===== src/sv/wfa_pkg.sv =====
`timescale 1ns / 1ps
// ----------------------------------------------------------------------------
// Worst-fit allocator package
// Item and result layouts, operation codes and the controller/datapath
// command and status groups.
// ----------------------------------------------------------------------------
package wfa_pkg;

  // Field widths of the item and result
  localparam int IDX_W   = 5;
  localparam int FSIZE_W = 16;
  localparam int CNT_W   = 6;

  // Operation codes
  localparam logic OP_LOAD    = 1'b0;
  localparam logic OP_REQUEST = 1'b1;

  typedef struct packed {
    logic               operation;
    logic [IDX_W-1:0]   block_index;
    logic [FSIZE_W-1:0] block_size;
    logic [FSIZE_W-1:0] file_size;
  } wfa_in_t;

  typedef struct packed {
    logic               granted;
    logic [IDX_W-1:0]   chosen_block;
    logic [FSIZE_W-1:0] chosen_size;
    logic [FSIZE_W-1:0] fragment;
  } wfa_out_t;

  // Controller to datapath
  typedef struct packed {
    logic clr_wr;     // clear one allocation mark during the reset sweep
    logic load_wr;    // write a block size from the accepted item
    logic req_start;  // latch the request and rewind the scan
    logic scan_rd;    // read one table entry
    logic finish;     // mark the winner and present the result
  } wfa_cmd_t;

  // Datapath to controller
  typedef struct packed {
    logic clr_last;
    logic scan_last;
    logic limit_zero;
  } wfa_sts_t;

endpackage


===== src/sv/wfa_ctrl.sv =====
`timescale 1ns / 1ps
// ----------------------------------------------------------------------------
// Worst-fit allocator controller
// Sequences the mark clearing sweep, loads, and the request scan.
// ----------------------------------------------------------------------------
module wfa_ctrl
  import wfa_pkg::*;
(
  input  logic     clk,
  input  logic     rst_n,
  input  logic     start,
  input  logic     operation,
  input  wfa_sts_t sts,
  output wfa_cmd_t cmd,
  output logic     busy
);

  localparam logic [2:0] ST_CLEAR = 3'd0;
  localparam logic [2:0] ST_IDLE  = 3'd1;
  localparam logic [2:0] ST_SCAN  = 3'd2;
  localparam logic [2:0] ST_DRAIN = 3'd3;
  localparam logic [2:0] ST_MARK  = 3'd4;

  logic [2:0] state_r;
  logic [2:0] state_nxt;

  assign busy = (state_r != ST_IDLE);

  // Decode state into commands and next state
  always_comb begin
    state_nxt = state_r;
    cmd       = '0;
    case (state_r)
      ST_CLEAR: begin
        cmd.clr_wr = 1'b1;
        if (sts.clr_last) begin
          state_nxt = ST_IDLE;
        end
      end
      ST_IDLE: begin
        if (start) begin
          if (operation == OP_REQUEST) begin
            cmd.req_start = 1'b1;
            state_nxt     = sts.limit_zero ? ST_DRAIN : ST_SCAN;
          end else begin
            cmd.load_wr = 1'b1;
          end
        end
      end
      ST_SCAN: begin
        cmd.scan_rd = 1'b1;
        if (sts.scan_last) begin
          state_nxt = ST_DRAIN;
        end
      end
      ST_DRAIN: begin
        state_nxt = ST_MARK;
      end
      ST_MARK: begin
        cmd.finish = 1'b1;
        state_nxt  = ST_IDLE;
      end
      default: begin
        state_nxt = ST_IDLE;
      end
    endcase
  end

  // Advance state
  always_ff @(posedge clk) begin
    if (!rst_n) begin
      state_r <= ST_CLEAR;
    end else begin
      state_r <= state_nxt;
    end
  end

endmodule


===== src/sv/wfa_dpath.sv =====
`timescale 1ns / 1ps
// ----------------------------------------------------------------------------
// Worst-fit allocator datapath
// Size table and allocation marks, scan counter, best-fragment tracking
// and the result register.
// ----------------------------------------------------------------------------
module wfa_dpath
  import wfa_pkg::*;
#(
  parameter int NUM_BLOCKS = 32,
  parameter int SIZE_WIDTH = 16
) (
  input  logic             clk,
  input  logic             rst_n,
  input  wfa_cmd_t         cmd,
  input  wfa_in_t          in_item,
  input  logic             cfg_wr,
  input  logic [CNT_W-1:0] cfg_data,
  output wfa_sts_t         sts,
  output logic             out_valid,
  output wfa_out_t         out_item
);

  localparam int AW = (NUM_BLOCKS > 1) ? $clog2(NUM_BLOCKS) : 1;
  localparam int CW = $clog2(NUM_BLOCKS + 1);

  // Memories
  logic [SIZE_WIDTH-1:0] size_mem [NUM_BLOCKS];
  logic                  mark_mem [NUM_BLOCKS];

  logic [CNT_W-1:0]      block_count_r;
  logic [AW-1:0]         scan_idx_r;
  logic [CW-1:0]         limit_r;
  logic [CW-1:0]         limit_now;
  logic [SIZE_WIDTH-1:0] fsize_r;

  logic                  rd_vld_r;
  logic [AW-1:0]         rd_idx_r;
  logic [SIZE_WIDTH-1:0] size_q_r;
  logic                  mark_q_r;

  logic                  found_r;
  logic [AW-1:0]         best_idx_r;
  logic [SIZE_WIDTH-1:0] best_size_r;
  logic [SIZE_WIDTH-1:0] best_frag_r;

  logic                  out_valid_r;
  wfa_out_t              out_item_r;

  logic                  cand_fits;
  logic [SIZE_WIDTH-1:0] cand_frag;
  logic                  cand_take;
  logic                  load_in_range;
  logic [AW-1:0]         load_addr;

  // Hold the block count register
  always_ff @(posedge clk) begin
    if (!rst_n) begin
      block_count_r <= CNT_W'(1);
    end else if (cfg_wr) begin
      block_count_r <= cfg_data;
    end
  end

  // Saturate the block count to the table depth
  always_comb begin
    if (32'(block_count_r) > NUM_BLOCKS) begin
      limit_now = CW'(NUM_BLOCKS);
    end else begin
      limit_now = CW'(block_count_r);
    end
  end

  assign sts.limit_zero = (block_count_r == '0);
  assign sts.scan_last  = ((CW'(scan_idx_r) + CW'(1)) == limit_r);
  assign sts.clr_last   = (32'(scan_idx_r) == NUM_BLOCKS - 1);

  // Scan counter, shared by the clearing sweep and the request scan
  always_ff @(posedge clk) begin
    if (!rst_n) begin
      scan_idx_r <= '0;
    end else if (cmd.req_start) begin
      scan_idx_r <= '0;
    end else if (cmd.clr_wr || cmd.scan_rd) begin
      scan_idx_r <= scan_idx_r + AW'(1);
    end
  end

  // Latch the request
  always_ff @(posedge clk) begin
    if (cmd.req_start) begin
      fsize_r <= SIZE_WIDTH'(in_item.file_size);
      limit_r <= limit_now;
    end
  end

  // Write the size table on a load inside the table
  assign load_in_range = (32'(in_item.block_index) < NUM_BLOCKS);
  assign load_addr     = AW'(in_item.block_index);

  always_ff @(posedge clk) begin
    if (cmd.load_wr && load_in_range) begin
      size_mem[load_addr] <= SIZE_WIDTH'(in_item.block_size);
    end
  end

  // Read both stores at the scan address
  always_ff @(posedge clk) begin
    if (cmd.scan_rd) begin
      size_q_r <= size_mem[scan_idx_r];
      mark_q_r <= mark_mem[scan_idx_r];
    end
    rd_idx_r <= scan_idx_r;
  end

  always_ff @(posedge clk) begin
    if (!rst_n) begin
      rd_vld_r <= 1'b0;
    end else begin
      rd_vld_r <= cmd.scan_rd;
    end
  end

  // Clear marks during the sweep, set the winner's mark at the end
  always_ff @(posedge clk) begin
    if (cmd.clr_wr) begin
      mark_mem[scan_idx_r] <= 1'b0;
    end else if (cmd.finish && found_r) begin
      mark_mem[best_idx_r] <= 1'b1;
    end
  end

  // Compare the entry just read against the best so far
  assign cand_fits = !mark_q_r && (size_q_r >= fsize_r);
  assign cand_frag = size_q_r - fsize_r;
  assign cand_take = rd_vld_r && cand_fits && (!found_r || (cand_frag > best_frag_r));

  always_ff @(posedge clk) begin
    if (!rst_n) begin
      found_r <= 1'b0;
    end else if (cmd.req_start) begin
      found_r <= 1'b0;
    end else if (cand_take) begin
      found_r <= 1'b1;
    end
  end

  always_ff @(posedge clk) begin
    if (cand_take) begin
      best_idx_r  <= rd_idx_r;
      best_size_r <= size_q_r;
      best_frag_r <= cand_frag;
    end
  end

  // Present the result for one cycle
  always_ff @(posedge clk) begin
    if (!rst_n) begin
      out_valid_r <= 1'b0;
    end else begin
      out_valid_r <= cmd.finish;
    end
  end

  always_ff @(posedge clk) begin
    if (cmd.finish) begin
      if (found_r) begin
        out_item_r.granted      <= 1'b1;
        out_item_r.chosen_block <= IDX_W'(best_idx_r);
        out_item_r.chosen_size  <= FSIZE_W'(best_size_r);
        out_item_r.fragment     <= FSIZE_W'(best_frag_r);
      end else begin
        out_item_r <= '0;
      end
    end
  end

  assign out_valid = out_valid_r;
  assign out_item  = out_item_r;

endmodule


===== src/sv/worst_fit_block_allocator.sv =====
`timescale 1ns / 1ps
// ----------------------------------------------------------------------------
// Worst-fit block allocator
// Fixed-partition allocator: loads block sizes, grants requests to the free
// block that leaves the largest fragment.
// ----------------------------------------------------------------------------
// Usage
//   Input: drive in_item and raise start; the item is taken at a clock edge
//   where start is high and busy is low. A load item (operation OP_LOAD)
//   writes one block size, giving no result. A request item (OP_REQUEST)
//   keeps busy high while it scans N entries, N being block_count
//   saturated to NUM_BLOCKS: one table entry read per cycle through the
//   single read port of the size and mark stores, then a drain state to
//   settle the last compare and a mark state to mark the winner. The result
//   follows in the next cycle, and a new item may be taken in that same cycle.
//   Output: out_valid is high for exactly one cycle with out_item; the
//   receiver cannot stall, so it must take the result then.
//   Configuration: cfg_data is written to block_count when cfg_valid is
//   high; cfg_ready is always high. Write only while the block is idle.
//   Reset: rst_n low at a clock edge sets block_count to 1, then busy
//   stays high while the allocation marks are cleared one entry a cycle.
//   Block sizes are undefined until loaded.
// ----------------------------------------------------------------------------
module worst_fit_block_allocator
  import wfa_pkg::*;
#(
  parameter int NUM_BLOCKS = 32,
  parameter int SIZE_WIDTH = 16
) (
  input  logic             clk,
  input  logic             rst_n,
  input  logic             start,
  output logic             busy,
  input  wfa_in_t          in_item,
  output logic             out_valid,
  output wfa_out_t         out_item,
  input  logic             cfg_valid,
  output logic             cfg_ready,
  input  logic [CNT_W-1:0] cfg_data
);

  wfa_cmd_t cmd;
  wfa_sts_t sts;

  assign cfg_ready = 1'b1;

  wfa_ctrl u_ctrl (
    .clk       (clk),
    .rst_n     (rst_n),
    .start     (start),
    .operation (in_item.operation),
    .sts       (sts),
    .cmd       (cmd),
    .busy      (busy)
  );

  wfa_dpath #(
    .NUM_BLOCKS (NUM_BLOCKS),
    .SIZE_WIDTH (SIZE_WIDTH)
  ) u_dpath (
    .clk       (clk),
    .rst_n     (rst_n),
    .cmd       (cmd),
    .in_item   (in_item),
    .cfg_wr    (cfg_valid && cfg_ready),
    .cfg_data  (cfg_data),
    .sts       (sts),
    .out_valid (out_valid),
    .out_item  (out_item)
  );

  // A result only follows a cycle in which a request was in progress
  a_result_after_busy: assert property (
    @(posedge clk) disable iff (!rst_n)
    out_valid |-> $past(busy)
  ) else $error("result without a request in progress");

  // Results are never back to back: each needs a new request, with its drain and mark states, in between
  a_result_spaced: assert property (
    @(posedge clk) disable iff (!rst_n)
    out_valid |=> !out_valid
  ) else $error("two results in consecutive cycles");

  // A refusal carries all-zero fields
  a_refusal_zero: assert property (
    @(posedge clk) disable iff (!rst_n)
    (out_valid && !out_item.granted) |->
      (out_item.chosen_block == '0) && (out_item.chosen_size == '0) &&
      (out_item.fragment == '0)
  ) else $error("refused request with non-zero fields");

endmodule

===== config.mk =====
export PLATFORM = sky130hd
export DESIGN_NAME = worst_fit_block_allocator
export DESIGN_NICKNAME = d
export VERILOG_FILES = /design/src/sv/wfa_pkg.sv /design/src/sv/wfa_ctrl.sv /design/src/sv/wfa_dpath.sv /design/src/sv/worst_fit_block_allocator.sv
export SDC_FILE = /design/constraint.sdc
export NUM_CORES = 1
export LEC_CHECK = 0
export BUFFER_PORTS_ARGS = -buffer_cell sky130_fd_sc_hd__buf_2
export CAP_MARGIN = 20
export CELL_PAD_IN_SITES_DETAIL_PLACEMENT = 0
export CELL_PAD_IN_SITES_GLOBAL_PLACEMENT = 1
export CORE_UTILIZATION = 54
export CTS_CLUSTER_SIZE = 10
export DETAILED_ROUTE_END_ITERATION = 6
export MAX_ROUTING_LAYER = met4
export PLACE_DENSITY_LB_ADDON = 0.1
export REMOVE_ABC_BUFFERS = 1
export SYNTH_ARGS = -nofsm -noshare
export SYNTH_HDL_FRONTEND = slang
export SYNTH_SLANG_ARGS = --single-unit
export TNS_END_PERCENT = 5

===== constraint.sdc =====
create_clock -name clk -period 7.1 [get_ports clk]
set_input_delay 1.42 -clock clk [delete_from_list [all_inputs] [get_ports clk]]
set_output_delay 1.42 -clock clk [all_outputs]
set_load 0.02 [all_outputs]

==> impl_metrics.csv <==
group,metric,value,unit
critical_path,rr_startpoint,"u_dpath.size_q_r[0]",
clocking,ctsHoldBuffers,0,
clocking,clk_pin_slew,0.05,ns
cells_and_area,area_growth,12.8,%
yosys,synth_cell_types,62,
cells_and_area,multi_input_area,6530,µm²
timing,worst_pin_slew,1.06,ns
cells_and_area,final_common_cell,"edfxtp_1",
clocking,post_cts_buffers,0,
clocking,cts_num_sinks,680,
clocking,cts_buffers,79,
global_routing,grt_max_degree,144,
routing,drc,0,
die,io_pins,89,
routing,drt.antenna.violating_nets,0,
critical_path,critPathCapture,"u_dpath.best_frag_r[3]",
routing,wl_per_cell,25.4,µm
clocking,ctsHtreeMaxLevel,3,
timing,slew-limit-headroom,0.291,
critical_path,startpoint,"u_dpath.size_q_r[0]",
routing,drtIter0Drc,914,
clocking,cts_buffer_depth,3,
yosys,netlist_instances,1414,
die,die_w,227,µm
global_routing,antenna_found_initial,3,
critical_path,reg2reg_slack,2.91,ns
clocking,cts_resized,0,
die,start_util,0.546,
placed_design,finalWeightedCongestion,0.841,
die,core.rowCount,82,
pwr,cellLeakagePower,0.0102,µW
cells_and_area,drive_gt1_frac,0.237,
critical_path,critPathMaxFanout,21,
global_routing,grt_pass1_vias,13653,
placed_design,post_dp_cell_area,28500,µm²
cells_and_area,stdcell_area,30800,µm²
cells_and_area,final_cell_mix,"edfxtp_1 (658), mux4_2 (136), nor2_1 (94)",
die,dieHeight,227,µm
routing,routed_via_density,5.88,
timing,report.final.slew_viol_count,0,
clocking,clock_latency,0.62,ns
clocking,cts_tree,"yes",
timing,rsz0062_at_grt,"no",
critical_path,reg2reg_depth,16,
cells_and_area,seq_area,20200,µm²
timing,finClkSkew,0.0192,ns
yosys,synthArstFlopShare,0,
routing,vias,13292,
global_routing,grt_pass1_wl,85100,µm
placed_design,dpl.hpwl,34100,µm
cells_and_area,nets,1642,
critical_path,worstPathArrival,4.47,ns
placed_design,portBuffers,87,
die,core_area,50000,µm²
yosys,ys_seq_elements,680,
timing,hold_violations,0,
routing,wl,57400,µm
hold_path,hold_class,"reg -> reg",
global_routing,overflow,0,
yosys,yosysSeqAreaShare,0.740,
critical_path,cp-start-kind,"flop",
timing,setup-violations-final,0,
cells_and_area,nFillCells,3622,
yosys,synth_edf_count,658,
critical_path,required,7.38,ns
yosys,synth_area,27300,µm²
run_status,status,"finished, final reports clean",
die,die_area,51400,µm²
timing,clock.fmax,239,MHz
yosys,synth_ff_type,"edfxtp_1",
routing,dr.pass1.iters,5,
cells_and_area,finalNonFillerCells,2259,
critical_path,r2r-end,"u_dpath.best_frag_r[3]",
pwr,power_density,273,nW/µm²
flow_run,drv_cap,0,
critical_path,worstSetupPathType,"reg -> reg",
hold_path,min_from,"u_dpath.rd_idx_r[3]",
timing,fin_crit_sh,0.590,
pwr,vdd.ir_drop.worst,0.233,mV
global_routing,gr-usage-all-layers,0.240,
clocking,cts-root-buf,"clkbuf_16",
placed_design,dpl.cell_count,2150,
yosys,yosys_warnings,0,
critical_path,end_kind,"flop",
yosys,synth_area_per_cell,19.3,µm²
timing,finalWorstPathRequiredPeriod,4.19,ns
-- per-stage QoR --
stage | setup WS, ns | setup TNS, ns | total power [µW] | hold WS (ns) | utilization
2_1_floorplan | -0.321 | -1.16 | 4780 | 0.386 | -
3_3_place_gp | 3.01 | 0 | 4880 | 0.387 | 0.571
3_5_place_dp | 2.91 | 0 | 4890 | 0.390 | 0.571
4_1_cts | 2.88 | 0 | 8490 | 0.405 | 0.616
5_1_grt | 2.65 | 0 | 8640 | 0.405 | 0.616
6_report | 2.91 | 0 | 8410 | 0.405 | 0.616
-- Yosys cell counts, drive strengths merged, types with 17 or more instances --
| cell type | n | area share |
|---|---|---|
| a21oi | 24 | 0.0045 |
| buf | 49 | 0.013 |
| nor2 | 95 | 0.013 |
| mux2i | 77 | 0.028 |
| edfxtp | 658 | 0.72 |
| mux4 | 136 | 0.11 |
| dfxtp | 22 | 0.016 |
| clkbuf | 18 | 0.0026 |
| ha | 34 | 0.016 |
| a221oi | 17 | 0.0059 |
| nand2 | 39 | 0.0054 |
| inv | 38 | 0.0052 |
| nor2b | 19 | 0.0044 |
| and2 | 41 | 0.0094 |
| a22o | 17 | 0.0055 |
-- metal layers --
metal,routed length (µm),part of all wire,GRT usage
met5,0,0,-
met4,1710,0.030,0.0798
met3,3000,0.052,0.0485
met2,27400,0.48,0.368
met1,25300,0.44,0.325
-- worst min path at each step --
stage	slack [ns]	endpoint	depth (start not counted)
4_1_cts	0.40	u_dpath.best_idx_r[3]	0
5_1_grt	0.41	u_dpath.best_idx_r[3]	0
3_3_place_gp	0.39	u_dpath.best_idx_r[1]	0
2_1_floorplan	0.39	u_dpath.best_idx_r[0]	0
3_5_place_dp	0.39	u_dpath.best_idx_r[1]	0
6_report	0.40	u_dpath.best_idx_r[3]	0
-- worst max-delay path, cell delays in order, from the launching register on --
cell and delay [ns]:
edfxtp_1 0.39, inv_1 0.07, ha_1 0.16, inv_1 0.05, fa_1 0.39, nand3_1 0.14, a21oi_2 0.10, o31ai_2 0.33
mux2_4 0.35, a2111oi_4 0.36, ha_1 0.22, nand4_1 0.10, or4_1 0.43, a21oi_1 0.15, nor3_1 0.08, nor3b_2 0.22
buf_4 0.33
-- state kept, by name, indices dropped and copies added (netlist names), 16 cells and up --
| signal | flops |
|---|---|
| u_dpath.size_q_r | 16 |
| u_dpath.best_frag_r | 16 |
| u_dpath.out_item | 38 |
| u_dpath.fsize_r | 16 |
| u_dpath.mark_mem | 32 |
| u_dpath.size_mem | 512 |
| u_dpath.best_size_r | 16 |
-- cells by family after synthesis --
kind of cell,synth area share
AND/OR/NAND/NOR,0.0469
adder cells (fa/ha/maj),0.0163
flip-flops,0.740
XOR/XNOR,0.00642
buffers and inverters,0.0205
other,0.000137
AO/OA/AOI/OAI,0.0275
multiplexers,0.142
-- report_power, final --
part / internal (µW) / switching (µW) / total, µW
Sequential: 4400 / 15.9 / 4420
Combinational: 166 / 219 / 385
Clock: 2130 / 1480 / 3610
Total: 6690 / 1720 / 8410
-- final cells by class --
class,instances,share of cell area
repair buffers,131,0.0257
well taps,672,0.0273
multi-input cells,629,0.212
clock inverters,6,0.00370
flip-flops and latches,680,0.657
inverters,38,0.00464
diodes,2,0.000163
clock buffers,101,0.0693
Note: power is estimated with default switching activity, not from simulation.
